===== src/rtl/lsfg_pkg.sv =====
// Package for the load-step frequency governor.
// Holds field widths, register indexes, reset values and arithmetic constants.
// No dependencies.
package lsfg_pkg;

	localparam int FREQ_BITS_DEF = 24;
	localparam int PCT_W         = 7;
	localparam int TALLY_W       = 8;
	localparam int CFG_IDX_W     = 3;

	// Divisor of the step computation and the step used when it comes out zero.
	localparam int PERCENT_SCALE = 100;
	localparam int STEP_FALLBACK = 5;

	typedef enum logic [CFG_IDX_W-1:0] {
		REG_UP_THRESHOLD  = 3'd0,
		REG_LOW_THRESHOLD = 3'd1,
		REG_SECOND_LOW    = 3'd2,
		REG_STEP_PERCENT  = 3'd3,
		REG_BOOST_ON      = 3'd4,
		REG_BOOST_THRESH  = 3'd5,
		REG_MIN_FREQ      = 3'd6,
		REG_MAX_FREQ      = 3'd7
	} cfg_reg_t;

	localparam logic [PCT_W-1:0]   UP_THRESHOLD_RST = 7'd85;
	localparam logic [PCT_W-1:0]   LOW_THRESHOLD_RST = 7'd35;
	localparam logic [PCT_W-1:0]   SECOND_LOW_RST = 7'd45;
	localparam logic [PCT_W-1:0]   STEP_PERCENT_RST = 7'd5;
	localparam logic               BOOST_ON_RST = 1'b1;
	localparam logic [TALLY_W-1:0] BOOST_THRESH_RST = 8'd8;
	localparam logic [31:0]        MIN_FREQ_RST = 32'd300000;
	localparam logic [31:0]        MAX_FREQ_RST = 32'd2000000;

	localparam logic [TALLY_W-1:0] TALLY_MAX = '1;

	typedef enum logic {
		OP_SAMPLE = 1'b0,
		OP_NOTICE = 1'b1
	} op_t;

	typedef enum logic {
		ROUND_UP   = 1'b0,
		ROUND_DOWN = 1'b1
	} rounding_t;

endpackage


===== src/rtl/lsfg_step_div.sv =====
// Division of the step numerator by the percent scale through a reciprocal multiply.
// Three registered stages: shifted numerator, partial products, quotient.
// Depends on lsfg_pkg.
module lsfg_step_div
	import lsfg_pkg::*;
#(
	parameter int NUM_W = FREQ_BITS_DEF + PCT_W
) (
	input  logic             clk,
	input  logic             arst_n,
	input  logic             start,
	input  logic [NUM_W-1:0] numer,
	output logic             busy,
	output logic [NUM_W-1:0] quot
);

	// Dividing by four first leaves an odd factor of 25. Its rounded-up reciprocal
	// is exact for every dividend of XW bits, since the rounding error times 2^XW
	// stays below 2^K.
	localparam int PRE_SHIFT = 2;
	localparam int ODD_DIV   = PERCENT_SCALE >> PRE_SHIFT;
	localparam int XW        = NUM_W - PRE_SHIFT;
	localparam int K         = XW + 5;
	localparam int RECIP_W   = XW + 1;
	localparam int LO_W      = 16;
	localparam int HI_W      = XW - LO_W;
	localparam int PROD_W    = XW + RECIP_W;
	localparam logic [63:0] RECIP_FULL =
		((64'd1 << K) + 64'(ODD_DIV) - 64'd1) / 64'(ODD_DIV);
	localparam logic [RECIP_W-1:0] RECIP = RECIP_FULL[RECIP_W-1:0];

	logic                    v_s1;
	logic                    v_s2;
	logic [XW-1:0]           x_s1;
	logic [LO_W+RECIP_W-1:0] lo_prod_s2;
	logic [HI_W+RECIP_W-1:0] hi_prod_s2;
	logic [PROD_W-1:0]       prod;
	logic [NUM_W-1:0]        quot_q;

	assign prod = {hi_prod_s2, LO_W'(0)} + PROD_W'(lo_prod_s2);

	always_ff @(posedge clk or negedge arst_n) begin
		if (!arst_n) begin
			v_s1 <= 1'b0;
			v_s2 <= 1'b0;
		end else begin
			v_s1 <= start;
			v_s2 <= v_s1;
		end
	end

	// The multiply is split in two parts of the dividend to keep each product narrow.
	always_ff @(posedge clk) begin
		if (start) begin
			x_s1 <= numer[NUM_W-1:PRE_SHIFT];
		end
		if (v_s1) begin
			lo_prod_s2 <= (LO_W+RECIP_W)'(x_s1[LO_W-1:0]) * (LO_W+RECIP_W)'(RECIP);
			hi_prod_s2 <= (HI_W+RECIP_W)'(x_s1[XW-1:LO_W]) * (HI_W+RECIP_W)'(RECIP);
		end
		if (v_s2) begin
			quot_q <= NUM_W'(prod[PROD_W-1:K]);
		end
	end

	assign busy = v_s1 || v_s2;
	assign quot = quot_q;

	assert property (@(posedge clk) disable iff (!arst_n) start |=> busy)
		else $error("step divider did not start");
	assert property (@(posedge clk) disable iff (!arst_n) v_s1 |=> v_s2)
		else $error("step divider skipped its product stage");
	assert property (@(posedge clk) disable iff (!arst_n)
		(!start && !busy) |=> $stable(quot_q))
		else $error("step quotient changed while idle");

endmodule


===== src/rtl/load_step_frequency_governor_top.sv =====
// Top level of the load-step frequency governor.
// Holds the configuration registers, the governor state and the datapath.
// Depends on lsfg_pkg and lsfg_step_div.
//
//  channel | signals                                          | beat moves
//  --------+--------------------------------------------------+------------------------
//  cfg     | cfg_valid, cfg_ready, cfg_index, cfg_data        | one register write
//  in      | in_valid, in_ready, op, load, cur_freq, new_freq | one sample or notice
//  out     | out_valid, out_ready, target_freq, rounding      | one frequency request
//
// An input beat lands in an input register and then updates the state and the result
// register, one beat per cycle while the output and the step divider do not stall.
// After reset and after every configuration write the step is recomputed through the
// stages numerator, partial products and quotient, and in_ready stays low meanwhile.
// A stalled result register holds the input register, which then holds in_ready low.
// cfg_ready is always high.
module load_step_frequency_governor_top
	import lsfg_pkg::*;
#(
	parameter int FREQ_BITS = FREQ_BITS_DEF
) (
	input  logic                 clk,
	input  logic                 arst_n,
	input  logic                 cfg_valid,
	output logic                 cfg_ready,
	input  logic [CFG_IDX_W-1:0] cfg_index,
	input  logic [FREQ_BITS-1:0] cfg_data,
	input  logic                 in_valid,
	output logic                 in_ready,
	input  logic                 op,
	input  logic [PCT_W-1:0]     load,
	input  logic [FREQ_BITS-1:0] cur_freq,
	input  logic [FREQ_BITS-1:0] new_freq,
	output logic                 out_valid,
	input  logic                 out_ready,
	output logic [FREQ_BITS-1:0] target_freq,
	output logic                 rounding
);

	localparam int NUM_W  = FREQ_BITS + PCT_W;
	localparam int STEP_W = FREQ_BITS + 1;

	// Configuration registers.
	logic [PCT_W-1:0]     up_threshold_q;
	logic [PCT_W-1:0]     low_threshold_q;
	logic [PCT_W-1:0]     second_low_q;
	logic [PCT_W-1:0]     step_percent_q;
	logic                 boost_on_q;
	logic [TALLY_W-1:0]   boost_thresh_q;
	logic [FREQ_BITS-1:0] min_freq_q;
	logic [FREQ_BITS-1:0] max_freq_q;

	// Governor state.
	logic [FREQ_BITS-1:0] request_freq_q;
	logic [TALLY_W-1:0]   boost_tally_q;

	// Input register.
	logic                 valid_s1;
	logic                 op_s1;
	logic [PCT_W-1:0]     load_s1;
	logic [FREQ_BITS-1:0] cur_freq_s1;
	logic [FREQ_BITS-1:0] new_freq_s1;

	// Result register.
	logic                 out_valid_q;
	logic [FREQ_BITS-1:0] target_freq_q;
	logic                 rounding_q;

	logic                 start_q;
	logic                 div_run;
	logic                 div_busy;
	logic [NUM_W-1:0]     div_numer;
	logic [NUM_W-1:0]     div_quot;
	logic [STEP_W-1:0]    step;

	logic                 cfg_fire;
	logic                 out_free;
	logic                 advance;

	logic [FREQ_BITS-1:0] req_next;
	logic [TALLY_W-1:0]   tally_next;
	logic                 emit;
	logic                 round_next;
	logic [FREQ_BITS-1:0] down_freq;
	logic                 down_clears;
	logic [FREQ_BITS+1:0] up_sum;
	logic [FREQ_BITS-1:0] up_freq;
	logic [TALLY_W-1:0]   tally_dec;
	logic [TALLY_W-1:0]   tally_inc;

	assign cfg_ready = 1'b1;
	assign cfg_fire  = cfg_valid && cfg_ready;

	always_ff @(posedge clk or negedge arst_n) begin
		if (!arst_n) begin
			up_threshold_q  <= UP_THRESHOLD_RST;
			low_threshold_q <= LOW_THRESHOLD_RST;
			second_low_q    <= SECOND_LOW_RST;
			step_percent_q  <= STEP_PERCENT_RST;
			boost_on_q      <= BOOST_ON_RST;
			boost_thresh_q  <= BOOST_THRESH_RST;
			min_freq_q      <= MIN_FREQ_RST[FREQ_BITS-1:0];
			max_freq_q      <= MAX_FREQ_RST[FREQ_BITS-1:0];
		end else if (cfg_fire) begin
			case (cfg_reg_t'(cfg_index))
				REG_UP_THRESHOLD:  up_threshold_q  <= cfg_data[PCT_W-1:0];
				REG_LOW_THRESHOLD: low_threshold_q <= cfg_data[PCT_W-1:0];
				REG_SECOND_LOW:    second_low_q    <= cfg_data[PCT_W-1:0];
				REG_STEP_PERCENT:  step_percent_q  <= cfg_data[PCT_W-1:0];
				REG_BOOST_ON:      boost_on_q      <= cfg_data[0];
				REG_BOOST_THRESH:  boost_thresh_q  <= cfg_data[TALLY_W-1:0];
				REG_MIN_FREQ:      min_freq_q      <= cfg_data;
				REG_MAX_FREQ:      max_freq_q      <= cfg_data;
				default: ;
			endcase
		end
	end

	// The step recomputation from the registers starts out of reset and in the cycle after any write.
	always_ff @(posedge clk or negedge arst_n) begin
		if (!arst_n) begin
			start_q <= 1'b1;
		end else begin
			start_q <= cfg_fire;
		end
	end

	assign div_numer = NUM_W'(step_percent_q) * NUM_W'(max_freq_q);

	lsfg_step_div #(
		.NUM_W (NUM_W)
	) u_step_div (
		.clk    (clk),
		.arst_n (arst_n),
		.start  (start_q),
		.numer  (div_numer),
		.busy   (div_run),
		.quot   (div_quot)
	);

	assign div_busy = start_q || div_run;
	assign step     = (div_quot == '0) ? STEP_W'(STEP_FALLBACK) : div_quot[STEP_W-1:0];

	assign out_free = !out_valid_q || out_ready;
	assign advance  = valid_s1 && out_free;
	assign in_ready = !div_busy && (!valid_s1 || out_free);

	always_ff @(posedge clk or negedge arst_n) begin
		if (!arst_n) begin
			valid_s1 <= 1'b0;
		end else if (in_valid && in_ready) begin
			valid_s1 <= 1'b1;
		end else if (advance) begin
			valid_s1 <= 1'b0;
		end
	end

	always_ff @(posedge clk) begin
		if (in_valid && in_ready) begin
			op_s1       <= op;
			load_s1     <= load;
			cur_freq_s1 <= cur_freq;
			new_freq_s1 <= new_freq;
		end
	end

	// Step-down and step-up candidates.
	assign down_clears = !({1'b0, request_freq_q} > step);
	assign down_freq   = down_clears ? min_freq_q
		: FREQ_BITS'({1'b0, request_freq_q} - step);
	assign up_sum      = {2'b00, request_freq_q} + {1'b0, step};
	assign up_freq     = (up_sum[FREQ_BITS+1:FREQ_BITS] != 2'b00) ? '1
		: up_sum[FREQ_BITS-1:0];
	assign tally_dec   = (boost_tally_q != '0) ? boost_tally_q - 1'b1 : boost_tally_q;
	assign tally_inc   = (boost_tally_q != TALLY_MAX) ? boost_tally_q + 1'b1 : boost_tally_q;

	always_comb begin
		req_next   = request_freq_q;
		tally_next = boost_tally_q;
		emit       = 1'b0;
		round_next = ROUND_UP;
		if (op_s1 == OP_NOTICE) begin
			if (request_freq_q > max_freq_q || request_freq_q < min_freq_q) begin
				req_next = new_freq_s1;
			end
		end else if (cur_freq_s1 != min_freq_q && step_percent_q != '0) begin
			if (load_s1 < low_threshold_q) begin
				req_next   = down_freq;
				tally_next = down_clears ? '0 : tally_dec;
				emit       = 1'b1;
			end else if (load_s1 <= second_low_q) begin
				req_next   = down_freq;
				tally_next = down_clears ? '0 : boost_tally_q;
				emit       = 1'b1;
			end else if (load_s1 > up_threshold_q && request_freq_q != max_freq_q) begin
				if (boost_on_q && boost_tally_q >= boost_thresh_q) begin
					req_next   = max_freq_q;
					tally_next = '0;
				end else begin
					req_next   = up_freq;
					tally_next = tally_inc;
				end
				emit       = 1'b1;
				round_next = ROUND_DOWN;
			end
		end
	end

	always_ff @(posedge clk or negedge arst_n) begin
		if (!arst_n) begin
			request_freq_q <= '0;
			boost_tally_q  <= '0;
		end else if (advance) begin
			request_freq_q <= req_next;
			boost_tally_q  <= tally_next;
		end
	end

	always_ff @(posedge clk or negedge arst_n) begin
		if (!arst_n) begin
			out_valid_q <= 1'b0;
		end else if (out_free) begin
			out_valid_q <= advance && emit;
		end
	end

	always_ff @(posedge clk) begin
		if (advance && emit) begin
			target_freq_q <= req_next;
			rounding_q    <= round_next;
		end
	end

	assign out_valid   = out_valid_q;
	assign target_freq = target_freq_q;
	assign rounding    = rounding_q;

	assert property (@(posedge clk) disable iff (!arst_n) !(in_ready && div_busy))
		else $error("input taken while the step is being recomputed");
	assert property (@(posedge clk) disable iff (!arst_n) cfg_fire |=> !in_ready)
		else $error("input not held off after a configuration write");
	assert property (@(posedge clk) disable iff (!arst_n)
		!advance |=> ($stable(request_freq_q) && $stable(boost_tally_q)))
		else $error("governor state changed without an item");
	assert property (@(posedge clk) disable iff (!arst_n) !div_busy |-> (step != '0))
		else $error("step size is zero");

endmodule

===== config.mk =====
export PLATFORM = sky130hd
export DESIGN_NAME = load_step_frequency_governor_top
export DESIGN_NICKNAME = d
export VERILOG_FILES = /design/src/rtl/lsfg_pkg.sv /design/src/rtl/lsfg_step_div.sv /design/src/rtl/load_step_frequency_governor_top.sv
export SDC_FILE = /design/constraint.sdc
export NUM_CORES = 2
export LEC_CHECK = 0
export BUFFER_PORTS_ARGS = -buffer_cell sky130_fd_sc_hd__buf_2
export CAP_MARGIN = 15
export CORE_MARGIN = 2
export CORE_UTILIZATION = 57
export DETAILED_ROUTE_END_ITERATION = 6
export PLACE_DENSITY_LB_ADDON = 0.15
export SKIP_CTS_REPAIR_TIMING = 1
export SYNTH_ARGS = -nofsm -noshare
export SYNTH_HDL_FRONTEND = slang
export SYNTH_SLANG_ARGS = --single-unit

===== constraint.sdc =====
create_clock -name clk -period 11.4 [get_ports clk]
set_input_delay 3.42 -clock clk [delete_from_list [all_inputs] [get_ports clk]]
set_output_delay 3.42 -clock clk [all_outputs]
set_load 0.1 [all_outputs]

==> impl_results.md <==
* Status: finished clean
* Initial Util at 57.3%
* I/O pins at about 120
* Seq/Total Area, Yosys at 26.4%
* Synthesized instance count at 3447
* Crit-path max cell delay at 0.51 ns
* CP cell instances: buf_2 -> nor2b_4 -> a2111oi_0 -> buf_2
* Synth area leader: fa_1
* Worst Setup End Kind: primary output
* Required time of the critical path at 7.98 ns
* DP HPWL at 74800 microns
* Total gr overflow at 0
* Largest net degree at the start of global routing at 68
* Worst setup margin at 3.49 ns
* Clk root buf: clkbuf_16
* Mapped cell area at between 30000 and 40000 sq um
* Dominant delay contributor by cell family on the critical path: buffers and inverters
* Final TNS setup at 0 ns
* Post-Route Utilization at 61.6%
* CTS sink cnt at about 320
* DRT iter0 DRCs at about 1700
* Post-route DRC at 0
* FF-to-FF path depth at 19
* Buf+Inv Stages, Crit Path at 2
* Top post-synthesis cells by area: fa_1 19%, ha_1 18%, edfxtp_1 17%
* Path category of the worst min-delay check: reg -> reg
* Fin. Hold Viols at 0
* Final ANT Viol Nets at 0
* Slowest CP cell: buf_2
* DRT met1 WL at 40200 microns
* CTS Buf Count at 39
* Crit Path Class: in -> out
* Met2 wire length at 45600 microns
* Share of cells above drive strength 1 at 9.96%
* Die Wd at 250 microns
* Gpl congestion at 0.994
* Worst rel slew slack at approximately a fifth
* Maximum root-to-sink buffer count at 3
* Syn_area_per_cell at 9.98 sq um
* Fmax achieved at 126 MHz
* Tcrit/Tclk final at 69.4%
* Reg clk slew, reported paths at 0.05 ns
* Layout fillers at between 4000 and 5000
* Primary FF master, synth: edfxtp_1
* # rows at 90
* Die ar. at between 60000 and 70000 sq um
* Register Area at 9100 sq um
* Min Clock Period, post-route at 7.91 ns
* Core outline area at ~60000 sq um
* Critical Path Fanout Max at 2
* Drt total wl at 94100 microns
* IO buf count at about 110
* Synthesis-stage register bit count at roughly 320
* Area of the multi-input gates at 22400 sq um
* Post-synth EDFFs at 200
* Setup Skew at roughly 0.067 ns
* Clk_lat worst skew at 0.60 ns
* CTS H-tree lvls at 2
* Setup Viol. Count Final at 0
* Unrepaired setup endpoints after global routing: false
* Global-route wire length before repair at around 150000 microns
* Routed vias/inst at roughly 5.8
* Hold Path Stages at 1
* Drt pass-1 iters at 6
* Diode count at 0
* Ys async rst share at 37.9%
* Kind of start point of the critical path: input pin
* Final Max Slew Viols at 0
* GRT Util Overall at 30.9%
* Syn_nets at 4344
* Crit path depth at 4
* Share of the synthesized area in the top cell type at between 10% and 20%
* CP Data Arrival Time at 4.49 ns
* Met3 wire length at 4800 microns
* Syn. warnings at 0
* Post-synth cell types at 86
* Die Y at roughly 250 microns
* Max_cap viols at 0
* WHS at 0.508 ns
* Worst slack, placed at 3.49 ns
* WL/cell at roughly 22 microns
* Vias at 25200
* Worst Max-Slew Pin Slew at 1.19 ns
* CTS tree: built
* Initial antenna violation count at 1
* Most common cell on crit path: buf_2
* Layout area overhead at 7.55%
* Fin nets at 4403
* Top cells by count, synth: 632 x inv_1, 485 x ha_1, 324 x fa_1, 261 x nand2_1, 200 x edfxtp_1
* Vias in the first global route at around 26000
* Most common cell in the netlist: inv_1
* Top layer in use: met5
==> through the flow <==
| step | instance area [sq um] | cells |
|---|---|---|
| 6_report | 37000 | 4317 |
| 5_1_grt | 37000 | 4317 |
| 4_1_cts | 37000 | 4316 |
| 3_5_place_dp | 35600 | 4246 |
| 3_3_place_gp | 35600 | 4245 |
| 2_1_floorplan | 34400 | 3447 |
==> routing by layer <==
metal / up-vias / track usage [%]
li1: 11700 / -
met1: 12600 / 41.3
met2: 756 / 52.4
met3: 151 / 3.35
met4: 2 / 10.7
met5: - / 0
==> sequential cells by signal (all words and copies together) (netlist names), 8 cells and up <==
name	flops
boost_tally_q	8
boost_thresh_q	8
cur_freq_s1	24
max_freq_q	24
min_freq_q	24
new_freq_s1	24
request_freq_q	24
target_freq	24
u_step_div.hi_prod_s2	39
u_step_div.lo_prod_s2	26
u_step_div.quot	25
u_step_div.x_s1	29
==> worst paths after layout <==
kind                                    start                        end  slack (ns)
hold reg to reg             boost_thresh_q[1]          boost_thresh_q[1]        0.51
max in group asynchronous              arst_n          step_percent_q[1]        6.99
hold / removal              boost_thresh_q[1]          boost_thresh_q[1]        0.51
setup reg to reg           u_step_div.x_s1[2]  u_step_div.lo_prod_s2[45]        4.42
min in group asynchronous              arst_n         request_freq_q[14]        2.69
setup / recovery                    out_ready                   in_ready        3.49
==> final cells by class <==
type / instances / area share [%]
multi-input combinational: 2369 / 60.6
sequential: 322 / 24.6
inverter: 634 / 6.43
clock buffer: 46 / 2.71
tap: 782 / 2.64
timing repair buffer: 140 / 2.06
clock inverter: 24 / 0.927
==> cells in the final DEF, fill, tap and decap left out, types with 9 or more instances in the layout <==
cell type / n
nand2_1: 261
mux2i_1: 21
nor3_1: 49
o31ai_1: 17
dfstp_2: 31
o21a_1: 27
ha_1: 485
clkbuf_16: 39
and2_1: 56
o21ai_0: 107
o22ai_1: 15
a211o_1: 17
o21bai_1: 20
xor2_1: 59
inv_1: 632
nand3_1: 38
a21o_1: 53
and3_1: 19
nor4_1: 19
buf_4: 25
edfxtp_1: 200
a21oi_1: 159
xnor2_1: 98
nor2b_1: 17
a31oi_1: 21
buf_2: 115
mux2_2: 82
nand2b_1: 24
a221o_1: 11
or2_2: 10
dfrtp_1: 90
fa_1: 324
o221ai_1: 14
a211oi_1: 17
nor2_1: 141
clkinv_2: 9
o211ai_1: 27
nand4_1: 27
or3_1: 10
==> kinds of logic (layout without fill, tap and decap cells) <==
logic type      Yosys count  after routing  share of synthesized area (%)
flops                   322            322                           26.4
mux                     103            103                           3.30
compound gates          603            603                           11.8
other cells               1              1                         0.0109
simple gates            696            696                           9.57
fa+ha+maj               809            809                           36.5
buf+inv                 756            844                           8.38
xor+xnor                157            157                           4.00
Power is left out: the tool's default activity adds up to more than one toggle a clock period on the data nets, which glitch-free logic cannot reach.
